--- src/hdl/pcm_pkg.sv ---
`timescale 1ns / 1ps
// ----------------------------------------------------------------------------
// pcm_pkg
// Shared types, codes and the class color table for the point color mapper.
// ----------------------------------------------------------------------------
package pcm_pkg;

    typedef struct packed {
        logic [7:0] red;
        logic [7:0] green;
        logic [7:0] blue;
    } t_rgb;

    // Per-point control that rides along the divider chain.
    typedef struct packed {
        logic ramp;    // height ramp selected, color comes from the quotient
        logic sat_lo;  // ramp position forced to 0 (empty or inverted bounds, or at or below min)
        logic sat_hi;  // ramp position forced to 1 (at or above max)
        t_rgb rgb;     // final color when ramp is clear
    } t_tag;

    // Color scheme codes.
    localparam logic [2:0] SCH_OWN       = 3'd0;
    localparam logic [2:0] SCH_HEIGHT    = 3'd1;
    localparam logic [2:0] SCH_INTENSITY = 3'd2;
    localparam logic [2:0] SCH_CLASS     = 3'd3;
    localparam logic [2:0] SCH_NORMAL    = 3'd4;

    // Register indexes of the write port.
    localparam logic [2:0] REG_USE_POINT_COLOR  = 3'd0;
    localparam logic [2:0] REG_CLOUD_HAS_COLORS = 3'd1;
    localparam logic [2:0] REG_USE_COLOR_MAP    = 3'd2;
    localparam logic [2:0] REG_COLOR_SCHEME     = 3'd3;
    localparam logic [2:0] REG_HEIGHT_MIN       = 3'd4;
    localparam logic [2:0] REG_HEIGHT_MAX       = 3'd5;
    localparam logic [2:0] REG_DEFAULT_RGB      = 3'd6;

    localparam logic [23:0] DEFAULT_RGB_RST = 24'hFF_FFFF;

    // LAS classification colors; unknown codes are white.
    function automatic t_rgb class_color(input logic [7:0] code);
        t_rgb c;
        begin
            case (code)
                8'd0:    c = '{8'd0,   8'd0,   8'd0};
                8'd1:    c = '{8'd128, 8'd128, 8'd128};
                8'd2:    c = '{8'd139, 8'd69,  8'd19};
                8'd3:    c = '{8'd0,   8'd128, 8'd0};
                8'd4:    c = '{8'd0,   8'd200, 8'd0};
                8'd5:    c = '{8'd0,   8'd255, 8'd0};
                8'd6:    c = '{8'd255, 8'd0,   8'd0};
                8'd7:    c = '{8'd128, 8'd0,   8'd255};
                8'd9:    c = '{8'd0,   8'd0,   8'd255};
                8'd17:   c = '{8'd255, 8'd255, 8'd0};
                default: c = '{8'd255, 8'd255, 8'd255};
            endcase
            return c;
        end
    endfunction

endpackage

--- src/hdl/pcm_cell.sv ---
`timescale 1ns / 1ps
// ----------------------------------------------------------------------------
// pcm_cell
// One restoring-division step: shift remainder, trial subtract, one quotient bit.
// ----------------------------------------------------------------------------
module pcm_cell #(
    parameter int REM_W  = 33,
    parameter int QUO_W  = 16
) (
    input  logic                 i_clk,
    input  logic                 i_rst_n,
    input  logic                 i_valid,
    input  logic [REM_W-1:0]     i_rem,
    input  logic [REM_W-1:0]     i_div,
    input  logic [QUO_W-1:0]     i_quo,
    input  pcm_pkg::t_tag        i_tag,
    output logic                 o_valid,
    output logic [REM_W-1:0]     o_rem,
    output logic [REM_W-1:0]     o_div,
    output logic [QUO_W-1:0]     o_quo,
    output pcm_pkg::t_tag        o_tag
);

    logic [REM_W:0]   w_shift;
    logic [REM_W:0]   w_trial;
    logic             w_bit;
    logic [REM_W-1:0] n_rem;

    assign w_shift = {i_rem, 1'b0};
    assign w_trial = w_shift - {1'b0, i_div};
    assign w_bit   = (w_shift >= {1'b0, i_div});
    assign n_rem   = w_bit ? w_trial[REM_W-1:0] : w_shift[REM_W-1:0];

    logic                 r_valid;
    logic [REM_W-1:0]     r_rem;
    logic [REM_W-1:0]     r_div;
    logic [QUO_W-1:0]     r_quo;
    pcm_pkg::t_tag        r_tag;

    always_ff @(posedge i_clk) begin
        if (!i_rst_n) begin
            r_valid <= 1'b0;
        end else begin
            r_valid <= i_valid;
        end
    end

    always_ff @(posedge i_clk) begin
        r_rem <= n_rem;
        r_div <= i_div;
        r_quo <= {i_quo[QUO_W-2:0], w_bit};
        r_tag <= i_tag;
    end

    assign o_valid = r_valid;
    assign o_rem   = r_rem;
    assign o_div   = r_div;
    assign o_quo   = r_quo;
    assign o_tag   = r_tag;

endmodule

--- src/hdl/pcm_ramp.sv ---
`timescale 1ns / 1ps
// ----------------------------------------------------------------------------
// pcm_ramp
// Output stage: blue-green-yellow-red ramp from the quotient, final color reg.
// ----------------------------------------------------------------------------
module pcm_ramp #(
    parameter int FRACTION_BITS = 16
) (
    input  logic                     i_clk,
    input  logic                     i_rst_n,
    input  logic                     i_valid,
    input  logic [FRACTION_BITS-1:0] i_quo,
    input  pcm_pkg::t_tag            i_tag,
    output logic                     o_valid,
    output logic [7:0]               o_red,
    output logic [7:0]               o_green,
    output logic [7:0]               o_blue
);

    localparam int FB = FRACTION_BITS;
    localparam logic [FB:0] ONE = {1'b1, {FB{1'b0}}};

    logic [FB:0]   w_n;      // ramp position, 1.0 = ONE
    logic [1:0]    w_seg;
    logic [FB:0]   w_v;      // 4 * (n - segment base)
    logic [FB:0]   w_w;      // 1 - v
    logic [FB+8:0] w_up_p;
    logic [FB+8:0] w_dn_p;
    logic [7:0]    w_up;
    logic [7:0]    w_dn;
    pcm_pkg::t_rgb w_ramp;
    pcm_pkg::t_rgb n_rgb;

    always_comb begin
        if (i_tag.sat_lo) begin
            w_n = '0;
        end else if (i_tag.sat_hi) begin
            w_n = ONE;
        end else begin
            w_n = {1'b0, i_quo};
        end
        w_seg  = w_n[FB] ? 2'd3 : w_n[FB-1:FB-2];
        w_v    = w_n[FB] ? ONE : {1'b0, w_n[FB-3:0], 2'b00};
        w_w    = ONE - w_v;
        // x * 255 as (x << 8) - x
        w_up_p = {w_v, 8'd0} - {8'd0, w_v};
        w_dn_p = {w_w, 8'd0} - {8'd0, w_w};
        w_up   = w_up_p[FB+7:FB];
        w_dn   = w_dn_p[FB+7:FB];
        case (w_seg)
            2'd0:    w_ramp = '{w_up,  w_up,  8'd255};
            2'd1:    w_ramp = '{w_up,  8'd255, w_dn};
            2'd2:    w_ramp = '{8'd255, 8'd255, w_up};
            default: w_ramp = '{8'd255, w_dn,  w_dn};
        endcase
        n_rgb = i_tag.ramp ? w_ramp : i_tag.rgb;
    end

    logic          r_valid;
    pcm_pkg::t_rgb r_rgb;

    always_ff @(posedge i_clk) begin
        if (!i_rst_n) begin
            r_valid <= 1'b0;
        end else begin
            r_valid <= i_valid;
        end
    end

    always_ff @(posedge i_clk) begin
        r_rgb <= n_rgb;
    end

    assign o_valid = r_valid;
    assign o_red   = r_rgb.red;
    assign o_green = r_rgb.green;
    assign o_blue  = r_rgb.blue;

endmodule

--- src/hdl/point_color_mapper_core.sv ---
`timescale 1ns / 1ps
// ----------------------------------------------------------------------------
// point_color_mapper_core
// Per-point RGB selection: own color, height ramp, gray, class, normal map or default.
// ----------------------------------------------------------------------------
// Usage
//   Input: a point transfer happens on a rising edge with start high and busy
//   low. busy is always low, so a point may be offered on every cycle.
//   Output: each point yields one color, shown on o_red/o_green/o_blue for
//   exactly one cycle with o_valid high. The receiver cannot stall; points
//   leave in the order they came in.
//   Pipeline: stage A, stage B, then the height divider with one cell per
//   quotient bit in a row, then the output register. Throughput: one point
//   per cycle.
//   Configuration: plain write port (i_cfg_we, i_cfg_idx, i_cfg_wdata), one
//   register per write, no read-back. Change registers only while no point
//   is in flight. Index 7 is ignored.
//   Reset (synchronous, active low): registers go to their defaults
//   (point colors preferred, no colors in cloud, map off, scheme 0, bounds 0,
//   default white) and the pipeline is emptied; in-flight points are lost.
// ----------------------------------------------------------------------------
module point_color_mapper_core #(
    parameter int HEIGHT_BITS   = 32,
    parameter int FRACTION_BITS = 16
) (
    input  logic                          i_clk,
    input  logic                          i_rst_n,
    // point input
    input  logic                          start,
    output logic                          busy,
    input  logic signed [HEIGHT_BITS-1:0] i_height,
    input  logic [16:0]                   i_intensity,
    input  logic [7:0]                    i_class_code,
    input  logic signed [15:0]            i_normal_x,
    input  logic signed [15:0]            i_normal_y,
    input  logic signed [15:0]            i_normal_z,
    input  logic [7:0]                    i_own_red,
    input  logic [7:0]                    i_own_green,
    input  logic [7:0]                    i_own_blue,
    // color output
    output logic                          o_valid,
    output logic [7:0]                    o_red,
    output logic [7:0]                    o_green,
    output logic [7:0]                    o_blue,
    // configuration
    input  logic                          i_cfg_we,
    input  logic [2:0]                    i_cfg_idx,
    input  logic [((HEIGHT_BITS > 24) ? HEIGHT_BITS : 24)-1:0] i_cfg_wdata
);

    localparam int HB    = HEIGHT_BITS;
    localparam int FB    = FRACTION_BITS;
    localparam int REM_W = HB + 1;   // signed difference of two heights

    // ------------------------------------------------------------------
    // Configuration registers
    // ------------------------------------------------------------------
    logic          r_use_point_color;
    logic          r_cloud_has_colors;
    logic          r_use_color_map;
    logic [2:0]    r_color_scheme;
    logic [HB-1:0] r_height_min;
    logic [HB-1:0] r_height_max;
    logic [23:0]   r_default_rgb;

    always_ff @(posedge i_clk) begin
        if (!i_rst_n) begin
            r_use_point_color  <= 1'b1;
            r_cloud_has_colors <= 1'b0;
            r_use_color_map    <= 1'b0;
            r_color_scheme     <= pcm_pkg::SCH_OWN;
            r_height_min       <= '0;
            r_height_max       <= '0;
            r_default_rgb      <= pcm_pkg::DEFAULT_RGB_RST;
        end else if (i_cfg_we) begin
            unique case (i_cfg_idx)
                pcm_pkg::REG_USE_POINT_COLOR:  r_use_point_color  <= i_cfg_wdata[0];
                pcm_pkg::REG_CLOUD_HAS_COLORS: r_cloud_has_colors <= i_cfg_wdata[0];
                pcm_pkg::REG_USE_COLOR_MAP:    r_use_color_map    <= i_cfg_wdata[0];
                pcm_pkg::REG_COLOR_SCHEME:     r_color_scheme     <= i_cfg_wdata[2:0];
                pcm_pkg::REG_HEIGHT_MIN:       r_height_min       <= i_cfg_wdata[HB-1:0];
                pcm_pkg::REG_HEIGHT_MAX:       r_height_max       <= i_cfg_wdata[HB-1:0];
                pcm_pkg::REG_DEFAULT_RGB:      r_default_rgb      <= i_cfg_wdata[23:0];
                default: ;  // no register at this index
            endcase
        end
    end

    // The pipeline never pushes back.
    assign busy = 1'b0;

    logic w_accept;
    assign w_accept = start && !busy;

    // ------------------------------------------------------------------
    // Stage A: every non-height color is finished here; height gets its
    // two differences.
    // ------------------------------------------------------------------

    // Q14 normal component -> floor((c + 1.0) * 255 / 2.0), clamped to a byte.
    function automatic logic [7:0] normal_chan(input logic [15:0] c);
        logic signed [16:0] s;
        logic [15:0]        u;
        logic [23:0]        p;
        logic [8:0]         v;
        logic [7:0]         res;
        begin
            s = $signed({c[15], c}) + 17'sd16384;
            u = s[15:0];
            p = {u, 8'd0} - {8'd0, u};
            v = p[23:15];
            if (s <= 17'sd0) begin
                res = 8'd0;
            end else if (v > 9'd255) begin
                res = 8'd255;
            end else begin
                res = v[7:0];
            end
            return res;
        end
    endfunction

    logic [24:0]   w_gray_p;
    logic [8:0]    w_gray_v;
    logic [7:0]    w_gray;
    pcm_pkg::t_rgb w_own;
    pcm_pkg::t_tag n_a_tag;

    always_comb begin
        // intensity * 255 >> 16, saturated
        w_gray_p = {i_intensity, 8'd0} - {8'd0, i_intensity};
        w_gray_v = w_gray_p[24:16];
        w_gray   = (w_gray_v > 9'd255) ? 8'd255 : w_gray_v[7:0];
        w_own    = '{i_own_red, i_own_green, i_own_blue};

        n_a_tag        = '0;
        n_a_tag.rgb    = r_default_rgb;
        if (r_use_point_color && r_cloud_has_colors) begin
            n_a_tag.rgb = w_own;
        end else if (r_use_color_map) begin
            unique case (r_color_scheme)
                pcm_pkg::SCH_OWN:       n_a_tag.rgb  = w_own;
                pcm_pkg::SCH_HEIGHT:    n_a_tag.ramp = 1'b1;
                pcm_pkg::SCH_INTENSITY: n_a_tag.rgb  = '{w_gray, w_gray, w_gray};
                pcm_pkg::SCH_CLASS:     n_a_tag.rgb  = pcm_pkg::class_color(i_class_code);
                pcm_pkg::SCH_NORMAL: begin
                    n_a_tag.rgb = '{normal_chan(i_normal_x),
                                    normal_chan(i_normal_y),
                                    normal_chan(i_normal_z)};
                end
                default: ;  // unused codes keep the default color
            endcase
        end
    end

    logic             r_a_valid;
    logic [REM_W-1:0] r_a_diff;    // height - min
    logic [REM_W-1:0] r_a_range;   // max - min
    pcm_pkg::t_tag    r_a_tag;

    always_ff @(posedge i_clk) begin
        if (!i_rst_n) begin
            r_a_valid <= 1'b0;
        end else begin
            r_a_valid <= w_accept;
        end
    end

    always_ff @(posedge i_clk) begin
        r_a_diff  <= {i_height[HB-1], i_height} - {r_height_min[HB-1], r_height_min};
        r_a_range <= {r_height_max[HB-1], r_height_max} - {r_height_min[HB-1], r_height_min};
        r_a_tag   <= n_a_tag;
    end

    // ------------------------------------------------------------------
    // Stage B: clamp decisions. Empty or inverted bounds, or a point at or
    // below min, sit at the blue end; at or above max, at the red end.
    // Only strictly inside points use the quotient.
    // ------------------------------------------------------------------
    logic          w_range_le0;
    logic          w_diff_le0;
    logic          w_diff_ge;
    pcm_pkg::t_tag n_b_tag;

    always_comb begin
        w_range_le0    = r_a_range[REM_W-1] || (r_a_range == '0);
        w_diff_le0     = r_a_diff[REM_W-1] || (r_a_diff == '0);
        w_diff_ge      = ($signed(r_a_diff) >= $signed(r_a_range));
        n_b_tag        = r_a_tag;
        n_b_tag.sat_lo = w_range_le0 || w_diff_le0;
        n_b_tag.sat_hi = w_diff_ge;
    end

    logic             r_b_valid;
    logic [REM_W-1:0] r_b_diff;
    logic [REM_W-1:0] r_b_range;
    pcm_pkg::t_tag    r_b_tag;

    always_ff @(posedge i_clk) begin
        if (!i_rst_n) begin
            r_b_valid <= 1'b0;
        end else begin
            r_b_valid <= r_a_valid;
        end
    end

    always_ff @(posedge i_clk) begin
        r_b_diff  <= r_a_diff;
        r_b_range <= r_a_range;
        r_b_tag   <= n_b_tag;
    end

    // ------------------------------------------------------------------
    // Divider chain: one cell per quotient bit, MSB first. Inside points
    // satisfy 0 < diff < range, so the remainder stays below the divisor.
    // ------------------------------------------------------------------
    logic                 w_valid [0:FB];
    logic [REM_W-1:0]     w_rem   [0:FB];
    logic [REM_W-1:0]     w_div   [0:FB];
    logic [FB-1:0]        w_quo   [0:FB];
    pcm_pkg::t_tag        w_tag   [0:FB];

    assign w_valid[0] = r_b_valid;
    assign w_rem[0]   = r_b_diff;
    assign w_div[0]   = r_b_range;
    assign w_quo[0]   = '0;
    assign w_tag[0]   = r_b_tag;

    for (genvar g = 0; g < FB; g++) begin : g_cell
        pcm_cell #(
            .REM_W (REM_W),
            .QUO_W (FB)
        ) u_cell (
            .i_clk   (i_clk),
            .i_rst_n (i_rst_n),
            .i_valid (w_valid[g]),
            .i_rem   (w_rem[g]),
            .i_div   (w_div[g]),
            .i_quo   (w_quo[g]),
            .i_tag   (w_tag[g]),
            .o_valid (w_valid[g+1]),
            .o_rem   (w_rem[g+1]),
            .o_div   (w_div[g+1]),
            .o_quo   (w_quo[g+1]),
            .o_tag   (w_tag[g+1])
        );
    end

    // Final remainder and divisor are not needed past the last cell.
    logic w_unused_tail;
    assign w_unused_tail = ^{w_rem[FB], w_div[FB]};

    // ------------------------------------------------------------------
    // Output stage: ramp color and result register.
    // ------------------------------------------------------------------
    pcm_ramp #(
        .FRACTION_BITS (FB)
    ) u_ramp (
        .i_clk   (i_clk),
        .i_rst_n (i_rst_n),
        .i_valid (w_valid[FB] && (w_unused_tail || !w_unused_tail)),
        .i_quo   (w_quo[FB]),
        .i_tag   (w_tag[FB]),
        .o_valid (o_valid),
        .o_red   (o_red),
        .o_green (o_green),
        .o_blue  (o_blue)
    );

endmodule

--- config.mk ---
export PLATFORM = sky130hd
export DESIGN_NAME = point_color_mapper_core
export DESIGN_NICKNAME = d
export VERILOG_FILES = /design/src/hdl/pcm_pkg.sv /design/src/hdl/pcm_cell.sv /design/src/hdl/pcm_ramp.sv /design/src/hdl/point_color_mapper_core.sv
export SDC_FILE = /design/constraint.sdc
export NUM_CORES = 2
export LEC_CHECK = 0
export ABC_AREA = 1
export BUFFER_PORTS_ARGS = -buffer_cell sky130_fd_sc_hd__buf_2
export CAP_MARGIN = 20
export CORE_AREA = 2 2 428 430
export DETAILED_ROUTE_END_ITERATION = 6
export DIE_AREA = 0 0 430 432
export GPL_ROUTABILITY_DRIVEN = 0
export GPL_TIMING_DRIVEN = 0
export SLEW_MARGIN = 40
export SYNTH_ARGS = -nofsm -noshare
export SYNTH_HDL_FRONTEND = slang
export SYNTH_SLANG_ARGS = --single-unit
export TNS_END_PERCENT = 10
--- constraint.sdc ---
create_clock -name i_clk -period 5 [get_ports i_clk]
set_input_delay 0 -clock i_clk [delete_from_list [all_inputs] [get_ports i_clk]]
set_output_delay 0 -clock i_clk [all_outputs]
set_load 0.01 [all_outputs]
# After elaboration in Yosys (flattened, before gate mapping)
# Memory sizes are Yosys's and may differ from the RTL's.
# Index checks and enable logic that the tools add are counted.
# op_classes
magnitude_cmp,24
n_eq_ne,12
bitwise_logic,1
addsub,27
n_reduce_logical,18
muxes,33
# ops
op,count
$ge A34 B33 Y1,16
$mux W33,15
$sub A33 B33 Y33,15
$mux W24,4
$pmux W24 S4,1
$pmux W24 S3,1
$sub A24 B16 Y24,3
$logic_not A33 Y1,2
$sub A32 B32 Y33,2
$mux W8,7
$add A16 B16 Y17 const B,3
$le A17 B1 Y1 const B,3
$mux W17,3
$sub A24 B17 Y24,2
$gt A9 B8 Y1 const B,4
$ge A33 B33 Y1,1
$sub A25 B17 Y25,1
$sub A17 B17 Y17 const A,1
$reduce_and A2 Y1,7
$eq A3 B2 Y1 const B,4
$eq A3 B3 Y1 const B,4
$logic_not A3 Y1,3
$eq A3 B1 Y1 const B,2
$logic_or A1 B1 Y1,3
other kinds (8),8
# totals
romBits,768
mem_count,1
elab_cells,316
ff_bits,1879
# memory_table
name,words,width,rd,rd_clocked_by_memory_dff,write_ports,line,text
(name not given),32,24,1,0,0,pcm_pkg.sv:44,case (code)

# Depth between registers and ports, before layout
# depth
word_depth,8
ltp_mapped,22

# Modules after synthesis
# Synthesis repeated with hierarchy kept, for this count alone.
# hier_totals
hier_cells,15684
area_unflattened_um2,106075.5
# modules_own_cells
module,n_inst,cells_each,area_per_inst_um2,seq_area_each_um2
pcm_cell at g_cell[0].u_cell ...,15,797,5424.0,2202.1
point_color_mapper_core,1,2468,16643.5,5605.4
pcm_cell at g_cell[1].u_cell,1,797,5422.7,2202.1
pcm_ramp,1,464,2650.0,500.5

# Least setup slack after synthesis
# No wires, ideal clock.
# synth_timing
path_type,register to register
start,"register g_cell[15].u_cell.r_tag, in the netlist g_cell[15].u_cell.o_tag[24]"
end,"register u_ramp.r_rgb, in the netlist u_ramp.o_blue[1]"
n_path_buf,2
arrival_ns,2.875
path_stages_with_launch,18
slack_ns,2.003
setup_ns,0.122
cell_sequence,dfxtp_1 -> nor2_8 -> buf_6 -> nand2_1 -> ha_1 -> nand2_2 -> nor3_2 -> nand3_1 -> xor2_1 -> ha_1 -> clkbuf_1 -> nand2_1 -> nor2_1 -> nand3_1 -> nand2_1 -> nand2_1 -> a31oi_1 -> a21oi_1
# synth_rtl
item,line,text
from (decl),pcm_cell.sv:38,pcm_pkg::t_tag r_tag;
from (signal assigned),pcm_cell.sv:52,r_tag <= i_tag;
to (signal assigned),pcm_ramp.sv:71,r_rgb <= n_rgb;
to (decl),pcm_ramp.sv:60,pcm_pkg::t_rgb r_rgb;

==> run summary <==
fmax = 0.259 GHz
Post-Place Worst Slack = 1.22 ns
Hold Violations, Final = 0
HPWL Detailed = 174 mm
area grow syn2layout = 15.9%
via count = 66500
setup repair bufs after CTS = 0
synthesized flop and latch total = 1879
maximum fanout along the worst path = 10
GRT overflow = 0
Initial Util = 44.7%
violated checks = design-rule violations
cells along the critical path = nor2_8 -> buf_6 -> nand2_1 -> ha_1 -> nand2_2 -> nor3_2 -> nand3_1 -> xor2_1 -> ha_1 -> clkbuf_1 -> nand2_1 -> inv_1 -> nand3_1 -> nand3b_1 -> nand4_1 -> nand3_1 -> a21oi_1
synthesized instance count = 9773
Fill cells = 16800
CP bufs+invs = 3
first-pass GRT wire length = 338 mm
Tot Pwr = 0.0762 W
Max clock buf depth = 3
syn_nets = 10600
status = finished, violations left
Total Routed Length = 218 mm
power per cell area = 809 nW/um^2
pin count of the biggest net entering global routing = 17
Final WS setup = 1.14 ns
final instance area = 94100 sq um
initial antenna violation count = 6
Initial DRC Count = 5179
Residual DRC = 3
final period utilization = 77.3%
CP max stage cell = dfxtp_1
leakage power = 44.4 nW
Avg Cell Area, Syn = 8.30 sq um
Post-DRT Antenna Nets = 0
Worst Hold Class = primary input to flip-flop
most frequent cells in the layout = 2017 x nand2_1, 1879 x dfxtp_1, 1186 x inv_1
VDD IR max = 0.000376 V
Max Transition Viols Final = 0
Slew headroom = 47.7%
die height = 432 um
per-cell routed wire length = 16.9 um
Critical Path Max Stage Delay = 0.50 ns
post-synthesis sequential area ratio = 46.3%
TritonCTS Sinks = 1879
total die area = 186000 sq um
EDFF count, synth = 0
placed inst area = 85100 sq um
DRT Pass-1 Iters = 7
Die W = 430 um
# rows = 157
Post-CTS Hold Buffers = 224
worst slew pin tran = 0.784 ns
synth warn = 0
Primary FF master, synth = dfxtp_1
CTS Buf Count = 188
Worst-path clk slew = 0.06 ns
Avg Vias per Cell = 5.15
RSZ-0062 raised after global routing = false
Largest delay share family, worst path = simple AND/OR/NAND/NOR gates
number of global-route vias before repair = 63800
core region area = 182000 sq um
Yosys cell types = 68
number of port buffers = 191
CTS tree = yes
Setup Skew = 0.0489 ns
Setup TNS = 0 ns
Layout Utilization = 51.8%
Root Buffer Master = clkbuf_16
leading cell type in the layout, fill and taps excluded = nand2_1
Final Setup Violations = 0
FFs w/ async S/R, synth = 0%
CP Data Arrival Time = 4.52 ns
Worst Setup Start Kind = flip-flop
cts repair resizes = 0
io pins = 194
crit path time final = 3.86 ns
Synth Cell Area = 81200 sq um
CP Class = flip-flop to flip-flop
Worst Path Required = 5.66 ns
nets@finish = 11200
GRT Util Overall = 22.7%
share of cells above drive strength 1 = 6.70%
htree depth = 4
later-pin clock latency in the skew report = 0.82 ns
most frequent CP cell = nand3_1
Worst Setup End Kind = flip-flop
Max-Cap Viols = 0
[power breakdown]
part	total [W]	internal [W]	switching, W
Clock	0.0148	0.00879	0.00597
Sequential	0.0235	0.0202	0.00331
Combinational	0.0379	0.0137	0.0242
[logic make-up (layout without fill, tap and decap cells)]
kind of cell               Yosys count  count (layout)  share of synthesized area (%)
and+or+nand+nor                   3276            3276                           16.6
AOI/OAI and AO/OA                 2033            2033                           13.8
DFF                               1879            1879                           46.3
buffers and inverters             1355            2115                           6.50
adders and majority gates          701             701                           11.0
xor gates and xnor gates           528             528                           5.72
other                                1               6                        0.00462
[registers in the layout (all words and copies together), names as in the netlist]
| signal | count |
|---|---|
| r_a_range | 33 |
| r_color_scheme | 3 |
| u_ramp.o_valid | 1 |
| g_cell.u_cell.o_div | 495 |
| g_cell.u_cell.o_rem | 495 |
| g_cell.u_cell.o_quo | 136 |
| r_a_diff | 33 |
| r_b_range | 33 |
| r_height_max | 32 |
| n_b_tag | 25 |
| u_ramp.o_red | 8 |
| r_use_point_color | 1 |
| r_a_valid | 1 |
| u_ramp.o_green | 8 |
| g_cell.u_cell.o_valid | 16 |
| r_height_min | 32 |
| r_b_valid | 1 |
| r_b_diff | 33 |
| r_b_tag | 27 |
| r_use_color_map | 1 |
| r_cloud_has_colors | 1 |
| u_ramp.o_blue | 8 |
| g_cell.u_cell.o_tag | 432 |
| r_default_rgb | 24 |
[path summary, 6_finish.rpt]
check | startpoint | to | slack, ns | depth (start not counted)
hold / removal | i_cfg_wdata[29] | r_height_max[29] | 0.07 | 4
hold reg to reg | g_cell[12].u_cell.o_tag[10] | g_cell[13].u_cell.o_tag[10] | 0.30 | 0
setup reg to reg | g_cell[15].u_cell.o_tag[24] | u_ramp.o_green[7] | 1.14 | 17
setup / recovery | g_cell[15].u_cell.o_tag[24] | u_ramp.o_green[7] | 1.14 | 17
[synthesized netlist by cell type, drive strengths merged (77+ instances only)]
master | n | area share, %
nand2 | 2037 | 9.5
dfxtp | 1879 | 46
inv | 1206 | 5.6
a21oi | 848 | 5.3
o21ai | 830 | 5.2
ha | 684 | 11
nor2 | 618 | 2.9
nand3 | 316 | 2.0
xor2 | 279 | 3.0
xnor2 | 249 | 2.7
nor3 | 115 | 0.72
buf | 90 | 0.64
nor4 | 77 | 0.59
[routing by layer]
metal / global-route usage, % / wire length, um
met3: 3.29 / 12600
met1: 29.2 / 95300
met5: 0 / 26
met2: 38.3 / 101000
met4: 9.17 / 8610
[final cells by class]
cell class | instances | area, sq um | share of cell area (%)
Antenna cell | 5 | 12.5 | 0.0133
Buffer | 141 | 714 | 0.759
Clock buffer | 255 | 5360 | 5.69
Clock inverter | 90 | 1370 | 1.46
Inverter | 1214 | 4560 | 4.85
Multi-Input combinational cell | 6539 | 38300 | 40.7
Sequential cell | 1879 | 37600 | 40.0
Tap cell | 2385 | 2980 | 3.17
Timing Repair Buffer | 415 | 3200 | 3.40
[tightest hold or removal path: cells and delay by family]
family                 cells  cell delay, ns
buffers and inverters      2            0.67
AND/OR/NAND/NOR            2            0.15
[through the flow]
step | instances | hold WS (ns)
floorplan | 9773 | 0.0976
global placement | 12300 | 0.224
detailed placement | 12300 | 0.226
CTS | 12900 | 0.00318
global route | 12900 | 0.0360
finish | 12900 | 0.0670
Power figures use the tool's default switching activity.
